### src/rtl/rde_pkg.sv
// ----------------------------------------------------------------------------
// rde_pkg
// Shared constants, types and the digit-to-ASCII mapping of the radix digit
// emitter.
// ----------------------------------------------------------------------------
package rde_pkg;

  // Field widths
  localparam int VALUE_BITS = 31;
  localparam int RADIX_W    = 6;
  localparam int CHAR_W     = 7;
  localparam int CNT_W      = $clog2(VALUE_BITS);

  // Radix limits
  localparam logic [RADIX_W-1:0] RADIX_MIN   = RADIX_W'(2);
  localparam logic [RADIX_W-1:0] RADIX_MAX   = RADIX_W'(35);
  localparam logic [RADIX_W-1:0] RADIX_RESET = RADIX_MIN;

  // ASCII mapping
  localparam logic [RADIX_W-1:0] DECIMAL_LIMIT    = RADIX_W'(10);
  localparam logic [CHAR_W-1:0]  ASCII_ZERO       = CHAR_W'(48);
  localparam logic [CHAR_W-1:0]  ASCII_ALPHA_BIAS = CHAR_W'(55);
  localparam logic [CHAR_W-1:0]  ASCII_TOP        = CHAR_W'(89);

  // Last bit position of a division pass
  localparam logic [CNT_W-1:0] CNT_LAST = CNT_W'(VALUE_BITS - 1);

  // Commands to the serial divider
  typedef struct packed {
    logic load;   // take a new dividend and start a pass
    logic again;  // divide the held quotient once more
  } div_ctrl_t;

  // Status from the serial divider
  typedef struct packed {
    logic               done;       // pass finished this cycle
    logic [RADIX_W-1:0] digit;      // remainder of the pass
    logic               quot_zero;  // quotient of the pass is zero
  } div_stat_t;

  // Map a digit value to its ASCII character
  function automatic logic [CHAR_W-1:0] digit_to_ascii(input logic [RADIX_W-1:0] d);
    logic [CHAR_W-1:0] ext;
    ext = {{(CHAR_W-RADIX_W){1'b0}}, d};
    if (d < DECIMAL_LIMIT) begin
      return ext + ASCII_ZERO;
    end
    return ext + ASCII_ALPHA_BIAS;
  endfunction

endpackage

### src/rtl/rde_serial_div.sv
// ----------------------------------------------------------------------------
// rde_serial_div
// Bit-serial restoring divider: shifts the dividend out one bit per cycle
// into a narrow remainder and shifts quotient bits back in behind it.
// ----------------------------------------------------------------------------
module rde_serial_div (
  input  logic                          clk_i,
  input  logic                          rst_ni,
  input  rde_pkg::div_ctrl_t            ctrl_i,
  input  logic [rde_pkg::VALUE_BITS-1:0] value_i,
  input  logic [rde_pkg::RADIX_W-1:0]    radix_i,
  output rde_pkg::div_stat_t            stat_o
);
  import rde_pkg::*;

  logic [VALUE_BITS-1:0] quot_q, quot_d;
  logic [RADIX_W-1:0]    rem_q, rem_d;
  logic [CNT_W-1:0]      cnt_q, cnt_d;
  logic                  nz_q, nz_d;
  logic                  run_q, run_d;
  logic                  done_q, done_d;

  logic [RADIX_W:0] trial;
  logic [RADIX_W:0] diff;
  logic             ge;

  // Trial subtract of the radix from the shifted remainder
  assign trial = {rem_q, quot_q[VALUE_BITS-1]};
  assign diff  = trial - {1'b0, radix_i};
  assign ge    = (trial >= {1'b0, radix_i});

  // Next state of the shift register and pass counter
  always_comb begin
    quot_d = quot_q;
    rem_d  = rem_q;
    cnt_d  = cnt_q;
    nz_d   = nz_q;
    run_d  = run_q;
    done_d = 1'b0;
    if (ctrl_i.load || ctrl_i.again) begin
      if (ctrl_i.load) begin
        quot_d = value_i;
      end
      rem_d = '0;
      cnt_d = '0;
      nz_d  = 1'b0;
      run_d = 1'b1;
    end else if (run_q) begin
      quot_d = {quot_q[VALUE_BITS-2:0], ge};
      rem_d  = ge ? diff[RADIX_W-1:0] : trial[RADIX_W-1:0];
      nz_d   = nz_q | ge;
      cnt_d  = cnt_q + CNT_W'(1);
      if (cnt_q == CNT_LAST) begin
        run_d  = 1'b0;
        done_d = 1'b1;
      end
    end
  end

  // Hold control state
  always_ff @(posedge clk_i or negedge rst_ni) begin
    if (!rst_ni) begin
      run_q  <= 1'b0;
      done_q <= 1'b0;
      cnt_q  <= '0;
    end else begin
      run_q  <= run_d;
      done_q <= done_d;
      cnt_q  <= cnt_d;
    end
  end

  // Datapath registers
  always_ff @(posedge clk_i) begin
    quot_q <= quot_d;
    rem_q  <= rem_d;
    nz_q   <= nz_d;
  end

  assign stat_o.done      = done_q;
  assign stat_o.digit     = rem_q;
  assign stat_o.quot_zero = ~nz_q;

endmodule

### src/rtl/radix_digit_emitter.sv
// ----------------------------------------------------------------------------
// radix_digit_emitter
// Converts a non-negative integer into ASCII digits of a configured radix,
// least significant digit first, marking the final digit of each run.
// ----------------------------------------------------------------------------
//   channel   | direction | handshake                  | payload
//   ----------+-----------+----------------------------+--------------------------
//   command   | in        | start_i high, busy_o low   | value_i
//   result    | out       | digit_strobe_o, one cycle  | digit_char_o, last_digit_o
//   radix     | in        | radix_we_i                 | radix_i
//
// A zero value gives its single '0' beat in the cycle after the command.
// Any other value is divided down pass by pass: each bit-serial divider
// pass shifts in the VALUE_BITS quotient bits, then presents the
// remainder as the digit and reloads the quotient for the next pass
// while it is non-zero. busy_o stays high for the whole run; the last
// beat shows as busy_o falls. Reset leaves the block idle with radix 2.
// The receiver cannot stall: each beat shows for one cycle.
// ----------------------------------------------------------------------------
module radix_digit_emitter (
  input  logic                            clk_i,
  input  logic                            rst_ni,
  input  logic                            start_i,
  output logic                            busy_o,
  input  logic [rde_pkg::VALUE_BITS-1:0]  value_i,
  input  logic                            radix_we_i,
  input  logic [rde_pkg::RADIX_W-1:0]     radix_i,
  output logic                            digit_strobe_o,
  output logic [rde_pkg::CHAR_W-1:0]      digit_char_o,
  output logic                            last_digit_o
);
  import rde_pkg::*;

  typedef enum logic {
    ST_IDLE,
    ST_RUN
  } state_e;

  state_e             state_q;
  logic [RADIX_W-1:0] radix_q, radix_d;
  logic               strobe_q;
  logic [CHAR_W-1:0]  char_q;
  logic               last_q;

  div_ctrl_t div_ctrl;
  div_stat_t div_stat;
  logic      accept;

  assign accept = start_i && (state_q == ST_IDLE);

  // Clamp radix writes into the supported range
  always_comb begin
    radix_d = radix_i;
    if (radix_i > RADIX_MAX) begin
      radix_d = RADIX_MAX;
    end else if (radix_i < RADIX_MIN) begin
      radix_d = RADIX_MIN;
    end
  end

  always_ff @(posedge clk_i or negedge rst_ni) begin
    if (!rst_ni) begin
      radix_q <= RADIX_RESET;
    end else if (radix_we_i) begin
      radix_q <= radix_d;
    end
  end

  // Divider commands: load on a non-zero command, repeat while quotient remains
  assign div_ctrl.load  = accept && (value_i != '0);
  assign div_ctrl.again = (state_q == ST_RUN) && div_stat.done && !div_stat.quot_zero;

  rde_serial_div u_div (
    .clk_i  (clk_i),
    .rst_ni (rst_ni),
    .ctrl_i (div_ctrl),
    .value_i(value_i),
    .radix_i(radix_q),
    .stat_o (div_stat)
  );

  // Sequence the run and register each result beat
  always_ff @(posedge clk_i or negedge rst_ni) begin
    if (!rst_ni) begin
      state_q  <= ST_IDLE;
      strobe_q <= 1'b0;
      char_q   <= ASCII_ZERO;
      last_q   <= 1'b0;
    end else begin
      strobe_q <= 1'b0;
      case (state_q)
        ST_IDLE: begin
          if (accept) begin
            if (value_i == '0) begin
              strobe_q <= 1'b1;
              char_q   <= ASCII_ZERO;
              last_q   <= 1'b1;
            end else begin
              state_q <= ST_RUN;
            end
          end
        end
        ST_RUN: begin
          if (div_stat.done) begin
            strobe_q <= 1'b1;
            char_q   <= digit_to_ascii(div_stat.digit);
            last_q   <= div_stat.quot_zero;
            if (div_stat.quot_zero) begin
              state_q <= ST_IDLE;
            end
          end
        end
        default: begin
          state_q <= ST_IDLE;
        end
      endcase
    end
  end

  assign busy_o         = (state_q != ST_IDLE);
  assign digit_strobe_o = strobe_q;
  assign digit_char_o   = char_q;
  assign last_digit_o   = last_q;

`ifndef SYNTHESIS
  // Stored radix always stays within the clamp limits
  a_radix_range: assert property (@(posedge clk_i) disable iff (!rst_ni)
    (radix_q >= RADIX_MIN) && (radix_q <= RADIX_MAX))
    else $error("radix register out of range");

  // A zero command yields one final '0' beat next cycle
  a_zero_beat: assert property (@(posedge clk_i) disable iff (!rst_ni)
    (start_i && !busy_o && (value_i == '0)) |=>
      (digit_strobe_o && last_digit_o && (digit_char_o == ASCII_ZERO)))
    else $error("zero value did not give a single final digit");

  // A non-zero command starts a run
  a_run_starts: assert property (@(posedge clk_i) disable iff (!rst_ni)
    (start_i && !busy_o && (value_i != '0)) |=> busy_o)
    else $error("run did not start");

  // Inside a run, digit beats never come back to back
  a_beat_spacing: assert property (@(posedge clk_i) disable iff (!rst_ni)
    (digit_strobe_o && !last_digit_o) |=> !digit_strobe_o)
    else $error("digit beats too close");

  // Every beat carries a valid digit character
  a_char_range: assert property (@(posedge clk_i) disable iff (!rst_ni)
    digit_strobe_o |-> ((digit_char_o >= ASCII_ZERO) && (digit_char_o <= ASCII_TOP)))
    else $error("digit character out of range");
`endif

endmodule

### config.mk
export PLATFORM = sky130hd
export DESIGN_NAME = radix_digit_emitter
export DESIGN_NICKNAME = d
export VERILOG_FILES = /design/src/rtl/rde_pkg.sv /design/src/rtl/rde_serial_div.sv /design/src/rtl/radix_digit_emitter.sv
export SDC_FILE = /design/constraint.sdc
export NUM_CORES = 1
export LEC_CHECK = 0
export BUFFER_PORTS_ARGS = -buffer_cell sky130_fd_sc_hd__buf_2
export CAP_MARGIN = 20
export CELL_PAD_IN_SITES_DETAIL_PLACEMENT = 2
export CELL_PAD_IN_SITES_GLOBAL_PLACEMENT = 2
export CORE_MARGIN = 2
export CORE_UTILIZATION = 38
export DETAILED_ROUTE_END_ITERATION = 16
export GPL_ROUTABILITY_DRIVEN = 0
export PLACE_DENSITY_LB_ADDON = 0.2
export SYNTH_ARGS = -nofsm -noshare
export SYNTH_HDL_FRONTEND = slang
export SYNTH_SLANG_ARGS = --single-unit
export TNS_END_PERCENT = 1
### constraint.sdc
create_clock -name clk_i -period 5.4 [get_ports clk_i]
set_input_delay 0.54 -clock clk_i [delete_from_list [all_inputs] [get_ports clk_i]]
set_output_delay 0.54 -clock clk_i [all_outputs]
set_load 0.01 [all_outputs]
After elaboration in Yosys (flattened, before gate mapping)
Index checks and enable logic that the tools add are counted.

Flip-flop bits (word level): 61.

$add $sub $neg: 4. $lt $le $gt $ge: 4. Equal/unequal tests: 5. Muxes and demuxes: 36. Bitwise logic cells: 3. Reduce and logical (&&, ||, !) cells: 10.

Operators with widths (number): 2-to-1 mux 31 bit (3); 2-to-1 mux 7 bit (5); zero test 31 bit (1); nonzero test 31 bit (1); 2-to-1 mux 1 bit (19); 2-to-1 mux 6 bit (3); adder 6 x 6 -> 7 bit, second input constant (2); one-hot mux 7 bit (2 select lines) (1); 2-to-1 mux 5 bit (2); >= comparator 7 x 6 -> 1 bit (1); > comparator 6 bit, second input constant (1); < comparator 6 x 2 -> 1 bit, second input constant (1); < comparator 6 x 4 -> 1 bit, second input constant (1); != test 2 x 1 -> 1 bit, second input constant (3); one-hot mux 1 bit (2 select lines) (3); subtractor 6 bit (1); adder 5 x 1 -> 5 bit, second input constant (1); equality test 5 bit, second input constant (1); logical AND 1 bit (4); AND reduction 3 bit (1); != test 2 bit, second input constant (1); inverter 1 bit (2); AND reduction 2 bit (1); nonzero test 2 bit (1); other kinds (2) (2).

Depth between registers and ports, before layout
Word-level depth: 7. Gate-level depth with buffers: 9. Mapped depth without buffers: 9.

Hierarchy
A second synthesis with hierarchy kept.

Cell total of the unflattened synthesis: 337. Area total of the unflattened synthesis: 3176.8 um2.

Modules (own cells, without submodules): rde_serial_div (times used 1, cells an instance 238, area an instance 2255.9 um2, sequential area each 1246.2 um2); radix_digit_emitter (times used 1, cells an instance 99, area an instance 920.9 um2, sequential area each 404.1 um2).

Least setup slack after synthesis
Ideal clock, no wire load.

Path kind: input -> register. Start point: input port value_i[11] (netlist bit). End point: register u_div.quot_q[0] (enable). Data arrival time: 3.747 ns. Path slack: 1.191 ns. Cell stages on the path: 6. Path buffers: 1. Cells stage by stage: nor4_1 > nand4_1 > o21ai_2 > nand2_4 > buf_6 > o21ai_0.

Word-level cells in the longest chain between the ends: 5. Elaborated cells between the ends (all ways): 6.

Ends and longest elaborated chain: start: declaration (line radix_digit_emitter.sv:25) `input logic [rde_pkg::VALUE_BITS-1:0] value_i,`; nonzero test 31 bit * (line radix_digit_emitter.sv:70) `assign div_ctrl.load = accept && (value_i != '0);`; logical AND 1 bit * (line radix_digit_emitter.sv:70); logical OR 1 bit (line rde_serial_div.sv:40) `if (ctrl_i.load || ctrl_i.again) begin`; != test 2 x 1 -> 1 bit (no source line) or nonzero test 2 bit (tied branches); AND reduction 2 bit (no source line) *; end signal: assignment (line rde_serial_div.sv:75) `quot_q <= quot_d;`; end: declaration (line rde_serial_div.sv:16) `logic [VALUE_BITS-1:0] quot_q, quot_d;`.

Mark *: on every way between the ends. The rest lies on a longest branch, timed or not. A chain may end at the register's enable or synchronous reset.

Worst setup path in the final report
Start point: input port value_i[22] (netlist bit). End point: register u_div.quot_q[3] (enable).

Same word-level chain as after synthesis.

==> qor.txt <==
Worst EP required - 5.43 ns
Seq/Total Area, Yosys - 0.515
Worst Hold Class - in -> async
Cell Area, Placed - 3540 sq um
Die height - 95.8 um
Number of core rows - 33
Syn Area/Cell - 12.1 sq um
Post-route cell area - 3730 sq um
Syn nets - 317
Multi-input gate area - 1410 sq um
Via/cell ratio - 5.27
Dpl hpwl - 5.65 mm
Area of the die - 9180 sq um
Final hold viol count - 0
Count leader, synth - edfxtp_1
Count of cell types in the netlist - 46
Crit path time final - 3.22 ns
Endpoints failing setup - 0
Nets - 370
Setup TNS - 0 ns
RSZ-0062 raised after global routing - false
Synth Register Bits - 61
Synthesized area - 3200 sq um
Outcome - complete, no violations
CP max stage cell - o21ai_2
PwrDens - 443 nW/um^2
Setup Buffers After CTS - 0
# IOs - 51
TritonRoute pass-1 iters - 3
Post-synth top cells - edfxtp_1 (31), mux2_4 (25), inv_1 (22), dfrtp_1 (20), o21ai_0 (17)
Syn-to-layout area delta - 16.5%
Initial Util - 0.392
WHS - 0.194 ns
WL per Instance - 18.4 um
CP arrival - 3.25 ns
Die Width - 95.8 um
Cells after synthesis - 265
DRC - 0
Number of flops mapped to enable cells by yosys - 31
CP delay by family, top - simple AND/OR/NAND/NOR gates
Clk buf depth - 2
Asr flop ratio synth - 0.377
Cell repeated most along the worst path - o21ai_2
Area leader, netlist - edfxtp_1
Worst-path clk slew - 0.07 ns
Largest net degree at the start of global routing - 46
Layout cells sized above 1 - 0.334
DR vias - 2256
Buffers on Ports - 50
Worst-margin pin slew - 0.920 ns
Slew margin rel. - 0.380
Core box area - 8180 sq um
Total gr overflow - 0
Maximum vdd drop - 0.195 mV
Synth warn - 0
Hold-fix buffers, CTS - 0
Iter 0 DRT Violations - 46
Largest stage delay, worst path - 0.76 ns
CP Max Fanout - 45
Worst path bufs/invs - 2
Area contributors post-synth - edfxtp_1 (29%), dfrtp_1 (16%), mux2_4 (12%)
CTS buffer count - 9
Synth top area share - 0.291
Clock sinks - 61
Fillers - 869
Worst-Skew Late Latency - 0.35 ns
Vias in the first global route - 2438
Post-CTS resize count - 0
Max Freq - 310 MHz
H-tree depth - 3
Crit end category - flop
Worst Skew - 0.0132 ns
Initial antenna violation count - 0
Max_cap viols - 0
Worst setup path category - in -> reg
Fin util - 0.456
Slew Viols, Final - 0
Critical Path, Cell by Cell - buf_2 > nor4_1 > nand4_1 > o21ai_2 > nand2_4 > o21ai_2 > buf_4
CTS tree - done
Reg area - 1650 sq um
Crit path launch type - input port
Root Buffer - clkbuf_8
LEAKAGE - 1.58 nW
Top_reg_cell synth - edfxtp_1
Routed WL - 7.87 mm
First-pass GRT wire length - 12.5 mm
ANT cells - 0
Fin crit share - 0.597
Total track usage - 0.185
Antenna-violating nets left - 0
## sequential cells by signal, summed over array words and instances (netlist names)
signal	flops
u_div.quot_q	31
u_div.run_q	1
u_div.done_q	1
u_div.rem_q	6
radix_q	6
u_div.cnt_q	5
digit_char_o	7
busy_o	1
u_div.nz_q	1
last_digit_o	1
digit_strobe_o	1
## stage by stage
stage | setup WS, ns | cells | power (mW)
2_1_floorplan | 1.19 | 265 | 1.10
3_3_place_gp | 1.93 | 412 | 1.23
3_5_place_dp | 1.81 | 412 | 1.27
4_1_cts | 2.14 | 428 | 1.68
5_1_grt | 1.95 | 428 | 1.77
6_report | 2.18 | 428 | 1.65
## layout by cell type (no fill, tap or decap), drive strengths merged, types with 7 or more instances in the layout
cell,count
nor2,16
clkbuf,9
mux2,31
xnor2,7
o21ai,18
dfrtp,20
inv,22
buf,52
nand3,8
ha,10
dfxtp,7
nand2,11
edfxtp,31
nor4,7
## power breakdown
| group | total [mW] | switching, mW | leakage (nW) | internal (mW) |
|---|---|---|---|---|
| Clock | 0.397 | 0.187 | 0.0887 | 0.209 |
| Combinational | 0.557 | 0.268 | 0.841 | 0.289 |
| Sequential | 0.697 | 0.0803 | 0.647 | 0.617 |
## cell families (layout without fill, tap and decap cells)
group,Yosys count,in the layout,synth area share
compound gates,52,52,0.109
mux,35,35,0.151
buf+inv,32,90,0.0457
flops,61,61,0.515
fa+ha+maj,11,11,0.0453
xor+xnor,11,11,0.0301
simple gates,63,63,0.103
## final timing paths
| path | startpoint | end | slack, ns | cells after the start |
|---|---|---|---|---|
| min reg2reg | digit_char_o[4] | digit_char_o[4] | 0.51 | 2 |
| min | rst_ni | digit_char_o[1] | 0.19 | 1 |
| max in group asynchronous | rst_ni | u_div.cnt_q[0] | 4.81 | 1 |
| max reg2reg | busy_o | u_div.quot_q[3] | 2.60 | 5 |
| max | value_i[22] | u_div.quot_q[3] | 2.18 | 7 |
| min in group clk_i | radix_i[2] | radix_q[2] | 0.46 | 3 |
## cell type report
| cell class | instances | share of cell area |
|---|---|---|
| sequential | 61 | 0.443 |
| multi-input combinational | 172 | 0.378 |
| timing repair buffer | 52 | 0.0711 |
| tap | 105 | 0.0352 |
| clock buffer | 9 | 0.0332 |
| inverter | 22 | 0.0221 |
| clock inverter | 7 | 0.0178 |
## routing by layer
metal	routed length, um	GRT usage	vias up
li1	-	-	1081
met2	3880	0.308	34
met3	210	0.0282	10
met1	3680	0.243	1131
met4	102	0.0714	0
met5	0	0	-
Power figures use the tool's default switching activity.
